===== src/sv/sdst_pkg.sv =====
`default_nettype none
// ----------------------------------------------------------------------------
// sdst_pkg
// Shared types and fixed field widths for the shuffle and deal stack.
// ----------------------------------------------------------------------------
package sdst_pkg;

    localparam int RAND_BITS = 31;
    localparam int REQ_BITS  = 7;
    localparam int OP_BITS   = 2;

    typedef enum logic [OP_BITS-1:0] {
        OP_CLEAR   = 2'd0,
        OP_PUSH    = 2'd1,
        OP_SHUFFLE = 2'd2,
        OP_DEAL    = 2'd3
    } t_op;

endpackage
`default_nettype wire


===== src/sv/shuffle_deal_stack_top.sv =====
`default_nettype none
// ----------------------------------------------------------------------------
// shuffle_deal_stack_top
// Element stack with clear, push, in-place shuffle step and deal from the top.
// ----------------------------------------------------------------------------
//  channel   handshake             payload
//  command   start / busy          i_op i_element_in i_restart i_random_word
//                                  i_deal_request
//  result    o_valid (one cycle)   o_element_out o_element_valid o_last
//                                  o_undealt o_fill_count o_shuffle_done
//                                  o_rejected
//
//  clear, push and trivial shuffle steps: result in the cycle after start
//  shuffle swap: result after states S_MOD (31-step remainder), S_RDJ and S_WRJ
//  deal: one element per cycle, each read from the top entry through the registered RAM read
//  reset clears state, fill count, shuffle position and valid only; the store is undefined until pushed
//  results cannot be stalled; busy stays high until the last beat is issued
// ----------------------------------------------------------------------------
module shuffle_deal_stack_top
    import sdst_pkg::*;
#(
    parameter int CAPACITY     = 128,
    parameter int ELEMENT_BITS = 8,
    parameter int MAX_DEAL     = 64
) (
    input  wire logic                    i_clk,
    input  wire logic                    i_rst_n,
    input  wire logic                    start,
    output logic                         busy,
    input  wire logic [OP_BITS-1:0]      i_op,
    input  wire logic [ELEMENT_BITS-1:0] i_element_in,
    input  wire logic                    i_restart,
    input  wire logic [RAND_BITS-1:0]    i_random_word,
    input  wire logic [REQ_BITS-1:0]     i_deal_request,
    output logic                         o_valid,
    output logic [ELEMENT_BITS-1:0]      o_element_out,
    output logic                         o_element_valid,
    output logic                         o_last,
    output logic [REQ_BITS-1:0]          o_undealt,
    output logic [$clog2(CAPACITY+1)-1:0] o_fill_count,
    output logic                         o_shuffle_done,
    output logic                         o_rejected
);

    localparam int PW = $clog2(CAPACITY);
    localparam int CW = $clog2(CAPACITY + 1);

    typedef enum logic [4:0] {
        S_IDLE = 5'b00001,
        S_MOD  = 5'b00010,
        S_RDJ  = 5'b00100,
        S_WRJ  = 5'b01000,
        S_DEAL = 5'b10000
    } t_state;

    t_state r_state, n_state;
    logic [CW-1:0]           r_count, n_count;
    logic [PW-1:0]           r_pos, n_pos;
    logic [PW-1:0]           r_j, n_j;
    logic [ELEMENT_BITS-1:0] r_tmp, n_tmp;
    logic [REQ_BITS-1:0]     r_want, n_want;
    logic [REQ_BITS-1:0]     r_req, n_req;
    logic [REQ_BITS-1:0]     r_n, n_n;
    logic                    r_valid, n_valid;
    logic                    r_ev, n_ev;
    logic                    r_last, n_last;
    logic [REQ_BITS-1:0]     r_undealt, n_undealt;
    logic                    r_rej, n_rej;

    logic                    w_wr_en, w_rd_en;
    logic [PW-1:0]           w_wr_addr, w_rd_addr;
    logic [ELEMENT_BITS-1:0] w_wr_data, w_rd_data;
    logic                    w_mod_start, w_mod_done;
    logic [CW-1:0]           w_mod_rem;
    logic [PW-1:0]           w_p;
    logic [REQ_BITS-1:0]     w_want;
    logic [REQ_BITS-1:0]     w_n1;
    logic [CW-1:0]           w_cnt1;
    logic                    w_fin;

    sdst_ram #(
        .WIDTH (ELEMENT_BITS),
        .DEPTH (CAPACITY)
    ) u_ram (
        .i_clk     (i_clk),
        .i_wr_en   (w_wr_en),
        .i_wr_addr (w_wr_addr),
        .i_wr_data (w_wr_data),
        .i_rd_en   (w_rd_en),
        .i_rd_addr (w_rd_addr),
        .o_rd_data (w_rd_data)
    );

    sdst_mod #(
        .DIV_BITS (CW)
    ) u_mod (
        .i_clk      (i_clk),
        .i_rst_n    (i_rst_n),
        .i_start    (w_mod_start),
        .i_dividend (i_random_word),
        .i_divisor  (CW'(w_p) + CW'(1)),
        .o_done     (w_mod_done),
        .o_rem      (w_mod_rem)
    );

    always_comb begin
        if (i_restart) begin
            w_p = (r_count != '0) ? PW'(r_count - 1'b1) : '0;
        end else begin
            w_p = r_pos;
        end
        w_want = (i_deal_request > REQ_BITS'(MAX_DEAL)) ? REQ_BITS'(MAX_DEAL)
                                                        : i_deal_request;
        w_n1   = r_n + 1'b1;
        w_cnt1 = r_count - 1'b1;
        w_fin  = (w_n1 == r_want) || (w_cnt1 == '0);
    end

    always_comb begin
        n_state     = r_state;
        n_count     = r_count;
        n_pos       = r_pos;
        n_j         = r_j;
        n_tmp       = r_tmp;
        n_want      = r_want;
        n_req       = r_req;
        n_n         = r_n;
        n_valid     = 1'b0;
        n_ev        = 1'b0;
        n_last      = 1'b1;
        n_undealt   = '0;
        n_rej       = 1'b0;
        w_wr_en     = 1'b0;
        w_wr_addr   = r_count[PW-1:0];
        w_wr_data   = i_element_in;
        w_rd_en     = 1'b0;
        w_rd_addr   = w_p;
        w_mod_start = 1'b0;
        case (r_state)
            S_IDLE: begin
                if (start) begin
                    case (t_op'(i_op))
                        OP_CLEAR: begin
                            n_count = '0;
                            n_pos   = '0;
                            n_valid = 1'b1;
                        end
                        OP_PUSH: begin
                            n_valid = 1'b1;
                            if (r_count >= CW'(CAPACITY)) begin
                                n_rej = 1'b1;
                            end else begin
                                w_wr_en = 1'b1;
                                n_count = r_count + 1'b1;
                            end
                        end
                        OP_SHUFFLE: begin
                            if (w_p == '0) begin
                                n_pos   = '0;
                                n_valid = 1'b1;
                            end else if (CW'(w_p) >= r_count) begin
                                n_pos   = '0;
                                n_valid = 1'b1;
                            end else begin
                                n_pos       = w_p;
                                w_rd_en     = 1'b1;
                                w_mod_start = 1'b1;
                                n_state     = S_MOD;
                            end
                        end
                        OP_DEAL: begin
                            if (w_want == '0 || r_count == '0) begin
                                n_valid   = 1'b1;
                                n_undealt = i_deal_request;
                            end else begin
                                n_want  = w_want;
                                n_req   = i_deal_request;
                                n_n     = '0;
                                n_state = S_DEAL;
                            end
                        end
                        default: begin
                            n_valid = 1'b1;
                        end
                    endcase
                end
            end
            S_MOD: begin
                if (w_mod_done) begin
                    n_tmp     = w_rd_data;
                    n_j       = w_mod_rem[PW-1:0];
                    w_rd_en   = 1'b1;
                    w_rd_addr = w_mod_rem[PW-1:0];
                    n_state   = S_RDJ;
                end
            end
            S_RDJ: begin
                w_wr_en   = 1'b1;
                w_wr_addr = r_pos;
                w_wr_data = w_rd_data;
                n_state   = S_WRJ;
            end
            S_WRJ: begin
                w_wr_en   = 1'b1;
                w_wr_addr = r_j;
                w_wr_data = r_tmp;
                n_pos     = r_pos - 1'b1;
                n_valid   = 1'b1;
                n_state   = S_IDLE;
            end
            S_DEAL: begin
                w_rd_en   = 1'b1;
                w_rd_addr = w_cnt1[PW-1:0];
                n_count   = w_cnt1;
                n_n       = w_n1;
                n_valid   = 1'b1;
                n_ev      = 1'b1;
                n_last    = w_fin;
                n_undealt = w_fin ? (r_req - w_n1) : '0;
                if (w_fin) begin
                    n_state = S_IDLE;
                end
            end
            default: begin
                n_state = S_IDLE;
            end
        endcase
    end

    always_ff @(posedge i_clk) begin
        if (!i_rst_n) begin
            r_state <= S_IDLE;
            r_count <= '0;
            r_pos   <= '0;
            r_valid <= 1'b0;
        end else begin
            r_state <= n_state;
            r_count <= n_count;
            r_pos   <= n_pos;
            r_valid <= n_valid;
        end
    end

    always_ff @(posedge i_clk) begin
        r_j       <= n_j;
        r_tmp     <= n_tmp;
        r_want    <= n_want;
        r_req     <= n_req;
        r_n       <= n_n;
        r_ev      <= n_ev;
        r_last    <= n_last;
        r_undealt <= n_undealt;
        r_rej     <= n_rej;
    end

    assign busy            = (r_state != S_IDLE);
    assign o_valid         = r_valid;
    assign o_element_out   = (r_valid && r_ev) ? w_rd_data : '0;
    assign o_element_valid = r_valid && r_ev;
    assign o_last          = r_valid && r_last;
    assign o_undealt       = r_valid ? r_undealt : '0;
    assign o_fill_count    = r_count;
    assign o_shuffle_done  = (r_pos == '0);
    assign o_rejected      = r_valid && r_rej;

    a_ev_needs_valid: assert property (@(posedge i_clk) disable iff (!i_rst_n)
        o_element_valid |-> o_valid)
        else $error("element beat without result strobe");

    a_mid_deal_busy: assert property (@(posedge i_clk) disable iff (!i_rst_n)
        (o_valid && !o_last) |-> busy)
        else $error("non-final deal beat while idle");

    a_reject_full: assert property (@(posedge i_clk) disable iff (!i_rst_n)
        o_rejected |-> (o_fill_count == CW'(CAPACITY)))
        else $error("push rejected while stack not full");

    a_undealt_last: assert property (@(posedge i_clk) disable iff (!i_rst_n)
        (o_valid && o_undealt != '0) |-> o_last)
        else $error("undealt count on a non-final beat");

    a_pos_in_range: assert property (@(posedge i_clk) disable iff (!i_rst_n)
        (r_state == S_MOD) |-> (CW'(r_pos) < r_count))
        else $error("shuffle position beyond fill count");

endmodule
`default_nettype wire


===== src/sv/sdst_ram.sv =====
`default_nettype none
// ----------------------------------------------------------------------------
// sdst_ram
// Generic simple dual-port RAM, one write and one registered read per cycle.
// ----------------------------------------------------------------------------
module sdst_ram #(
    parameter int WIDTH = 8,
    parameter int DEPTH = 128
) (
    input  wire logic                     i_clk,
    input  wire logic                     i_wr_en,
    input  wire logic [$clog2(DEPTH)-1:0] i_wr_addr,
    input  wire logic [WIDTH-1:0]         i_wr_data,
    input  wire logic                     i_rd_en,
    input  wire logic [$clog2(DEPTH)-1:0] i_rd_addr,
    output logic      [WIDTH-1:0]         o_rd_data
);

    logic [WIDTH-1:0] r_mem [DEPTH];
    logic [WIDTH-1:0] r_rd_data;

    always_ff @(posedge i_clk) begin
        if (i_wr_en) begin
            r_mem[i_wr_addr] <= i_wr_data;
        end
        if (i_rd_en) begin
            r_rd_data <= r_mem[i_rd_addr];
        end
    end

    assign o_rd_data = r_rd_data;

endmodule
`default_nettype wire


===== src/sv/sdst_mod.sv =====
`default_nettype none
// ----------------------------------------------------------------------------
// sdst_mod
// Bit-serial restoring remainder of the random word by a narrow divisor.
// ----------------------------------------------------------------------------
module sdst_mod
    import sdst_pkg::*;
#(
    parameter int DIV_BITS = 8
) (
    input  wire logic                 i_clk,
    input  wire logic                 i_rst_n,
    input  wire logic                 i_start,
    input  wire logic [RAND_BITS-1:0] i_dividend,
    input  wire logic [DIV_BITS-1:0]  i_divisor,
    output logic                      o_done,
    output logic      [DIV_BITS-1:0]  o_rem
);

    localparam int CNT_W = $clog2(RAND_BITS);

    logic                 r_run;
    logic                 r_done;
    logic [CNT_W-1:0]     r_cnt;
    logic [RAND_BITS-1:0] r_dvd;
    logic [DIV_BITS-1:0]  r_dvs;
    logic [DIV_BITS-1:0]  r_rem;
    logic [DIV_BITS:0]    w_trial;
    logic [DIV_BITS:0]    w_diff;
    logic [DIV_BITS-1:0]  n_rem;

    always_comb begin
        w_trial = {r_rem, r_dvd[RAND_BITS-1]};
        w_diff  = w_trial - {1'b0, r_dvs};
        if (w_trial >= {1'b0, r_dvs}) begin
            n_rem = w_diff[DIV_BITS-1:0];
        end else begin
            n_rem = w_trial[DIV_BITS-1:0];
        end
    end

    always_ff @(posedge i_clk) begin
        if (!i_rst_n) begin
            r_run  <= 1'b0;
            r_done <= 1'b0;
            r_cnt  <= '0;
        end else begin
            r_done <= 1'b0;
            if (i_start) begin
                r_run <= 1'b1;
                r_cnt <= CNT_W'(RAND_BITS - 1);
            end else if (r_run) begin
                r_cnt <= r_cnt - 1'b1;
                if (r_cnt == '0) begin
                    r_run  <= 1'b0;
                    r_done <= 1'b1;
                end
            end
        end
    end

    always_ff @(posedge i_clk) begin
        if (i_start) begin
            r_dvd <= i_dividend;
            r_dvs <= i_divisor;
            r_rem <= '0;
        end else if (r_run) begin
            r_dvd <= {r_dvd[RAND_BITS-2:0], 1'b0};
            r_rem <= n_rem;
        end
    end

    assign o_done = r_done;
    assign o_rem  = r_rem;

endmodule
`default_nettype wire

===== config.mk =====
export PLATFORM = sky130hd
export DESIGN_NAME = shuffle_deal_stack_top
export DESIGN_NICKNAME = d
export VERILOG_FILES = /design/src/sv/sdst_pkg.sv /design/src/sv/shuffle_deal_stack_top.sv /design/src/sv/sdst_ram.sv /design/src/sv/sdst_mod.sv
export SDC_FILE = /design/constraint.sdc
export NUM_CORES = 2
export LEC_CHECK = 0
export ABC_AREA = 1
export BUFFER_PORTS_ARGS = -buffer_cell sky130_fd_sc_hd__buf_2
export CORE_ASPECT_RATIO = 2
export CORE_MARGIN = 2
export CORE_UTILIZATION = 63
export DETAILED_ROUTE_END_ITERATION = 10
export PLACE_DENSITY = 0.84
export SYNTH_ARGS = -nofsm -noshare
export SYNTH_HDL_FRONTEND = slang
export SYNTH_SLANG_ARGS = --single-unit
export TNS_END_PERCENT = 30

===== constraint.sdc =====
create_clock -name i_clk -period 7.25 [get_ports i_clk]
set_clock_uncertainty 0.2 [all_clocks]
set_input_delay 1.45 -clock i_clk [delete_from_list [all_inputs] [get_ports i_clk]]
set_output_delay 1.45 -clock i_clk [all_outputs]
set_load 0.01 [all_outputs]

==> run metrics <==
wire length per cell=24.2 um; adder-cell area share of the yosys netlist=0.838%; post_cts resized=0; Lkg Pwr=22.0 nW; multiplexer share of the synthesized area=0%; first-pass detailed-route iteration total=8; RSZ-0062 raised after global routing=no; sequential fraction of the synthesis area=65.0%; Die Ht=412 um; full die area=85900 sq um; post-synth cell types=48; DRC Markers=0; Detail Placement HPWL=87.2 mm; largest net degree at the start of global routing=214; clk sinks=1153; grt total ovfl=0; Yosys top cell by area=edfxtp_1; VDD IR max=0.211 mV; Final Power=17.5 mW; Cell Rows=149; top_reg_cell synth=edfxtp_1; post-synthesis async set-or-reset flop share=0%; first-pass GRT wire length=218 mm; initial antenna violation count=4; critical path class=flip-flop to flip-flop; Antenna Nets Post-Route=0; 1st-iter DRT viols=4840; setup tns final=0 ns; CTS Hold Bufs=0; fmax=192 MHz; Clock Path Buffers=3; core area=82600 sq um; vias per inst=6.31; critical path capture point type=flip-flop; Max Slew Vio Count=0; final setup vio count=0; Vias=37900; share of layout cells above drive strength 1=6.50%; Mapped Cells=4957; port buffer count=80; syn_nets=5043; largest family of logic cells by synthesized area=simple AND/OR/NAND/NOR gates; post-route cell area=56600 sq um; CTS tree=yes; final hold violation count=0; Hold Crit Class=flip-flop to flip-flop; Yosys reg bits=1153; Clock H-tree levels=3; status=complete, no violations; Cell Count, Final, Fillers Out=6015; postcts setup bufs=0; die width=208 um; P per Cell Area=309 nW/um^2; Synth Warn #=0; minimum clock period after layout=5.22 ns; CP max FO=74; Placed Cells=5849; Initial Util=63.6%; Synth Area in XOR/XNOR=0.567%; Critical Path Source Type=flip-flop; RD Place Congestion=0.973; Compound-Gate Fraction of Synth Area=1.67%; vias in the first global route=37400; clk slew on worst S/H paths=0.07 ns; Synth Cell Area=52500 sq um; share of the synthesized area in the top cell type=63.3%; Clock Latency Late Sink=0.71 ns; area post-placement=53500 sq um; fin util=68.5%; top post-synthesis cells by area=edfxtp_1 (63%), nand3_1 (10%), nand2_1 (6.6%); Post-synth EDFFs=1107; Slew Limit Headroom=16.3%; Avg Cell Area, Syn=10.6 sq um; Max Cap Viol=0; Total GRT Usage=34.0%; Root Driver=clkbuf_16; Worst-Margin Slew=1.25 ns; final wirelength=146 mm; area grow syn2layout=7.69%; io pins=81; Final period util=71.9%; # nets final=4973; WP data arrival=5.46 ns; cts bufs inserted=93; Post-Synth Simple-Gate Area=24.4%; Required @ worst endpoint=7.50 ns
[metrics by stage]
step | setup slack [ns] | hold WS (ns)
4_1_cts | 2.35 | 0.311
3_3_place_gp | 2.04 | 0.276
3_5_place_dp | 1.99 | 0.297
6_report | 2.03 | 0.319
2_1_floorplan | 1.67 | 0.226
5_1_grt | 1.96 | 0.318
[report_power, final]
| part | leakage, nW | internal [mW] | switching [mW] | total (mW) |
|---|---|---|---|---|
| combinational | 10.2 | 1.25 | 3.52 | 4.77 |
| clock | 1.48 | 2.86 | 2.34 | 5.19 |
| sequential | 10.3 | 7.43 | 0.110 | 7.54 |
[routing by layer]
layer / up-vias / track usage (%) / wire length (um)
met5: - / 0 / 57
met4: 8 / 33.6 / 16500
met3: 800 / 7.36 / 14400
met2: 2582 / 56.8 / 71100
met1: 17800 / 35.0 / 43800
li1: 16800 / - / -
[Yosys cell counts (2+ instances only)]
master and number:
edfxtp_1 1107, o21ai_0 46, nand3b_1 379, nand3_1 1076, buf_1 11, nand4_1 12
nor4_1 8, nor4_2 3, nor2_1 191, nor2_2 2, dfxtp_1 46, o211ai_1 19
buf_2 232, xor2_1 24, inv_1 645, nand2_2 4, a31oi_1 14, nand2_1 922
clkbuf_1 51, o21ai_1 4, clkinv_1 3, a21oi_2 4, o22ai_1 5, o22ai_2 4
inv_2 6, nand3_2 2, ha_1 32, xnor2_1 10, buf_4 13, nor3_1 22
fa_1 2, a21oi_1 42
[worst max-delay path, cell delays in order, from the launching register on]
cell	delay, ns
dfxtp_1	0.57
inv_1	0.23
ha_1	0.26
xnor2_1	0.32
o22ai_2	0.28
a21oi_4	0.22
buf_4	0.77
buf_4	0.70
nand3_1	0.22
nand3_1	0.17
nand3_1	0.09
nand3_1	0.46
nand2_1	0.16
nand2_1	0.11
nand2_1	0.07
[sequential cells by signal (all words and copies together), names as in the netlist, 8 cells and up]
register and flops:
o_fill_count 8, r_tmp 8, u_mod.o_rem 8, u_mod.r_dvd 31
u_mod.r_dvs 8, u_ram.o_rd_data 8, u_ram.r_mem 1024
[placed cells by master (no fill, tap or decap), drive strengths merged, types with 14 or more instances in the layout]
cell and n:
ha 32, nand2 927, inv 651, o21ai 50, dfxtp 46, nor3 22, clkbuf 112, nand3b 379
a31oi 14, nand3 1078, clkinv 35, a21oi 46, o211ai 19, xor2 24, edfxtp 1107, buf 142
nor2 195
[final timing paths]
kind / end / from / slack (ns) / depth (start not counted)
max: u_ram.o_rd_data[6] / o_fill_count[1] / 2.03 / 14
min: r_state[0] / r_state[0] / 0.32 / 2
max reg2reg: u_ram.o_rd_data[6] / o_fill_count[1] / 2.03 / 14
min reg2reg: r_state[0] / r_state[0] / 0.32 / 2
[final cells by class]
type,count,area [sq um]
multi-input cells,2843,14500
inverters,654,2460
well taps,1057,1320
clock inverters,53,571
fillers,5626,26000
diodes,1,2.50
flip-flops and latches,1153,34200
clock buffers,112,2500
repair buffers,142,1040
[cell families (layout without fill, tap and decap cells)]
group / Yosys count / in the layout
simple gates: 2629 / 2629
flops: 1153 / 1153
buf+inv: 961 / 961
compound gates: 146 / 146
fa+ha+maj: 34 / 34
xor+xnor: 34 / 34
other cells: 0 / 1
No activity file was read; power rests on OpenSTA's default activity.
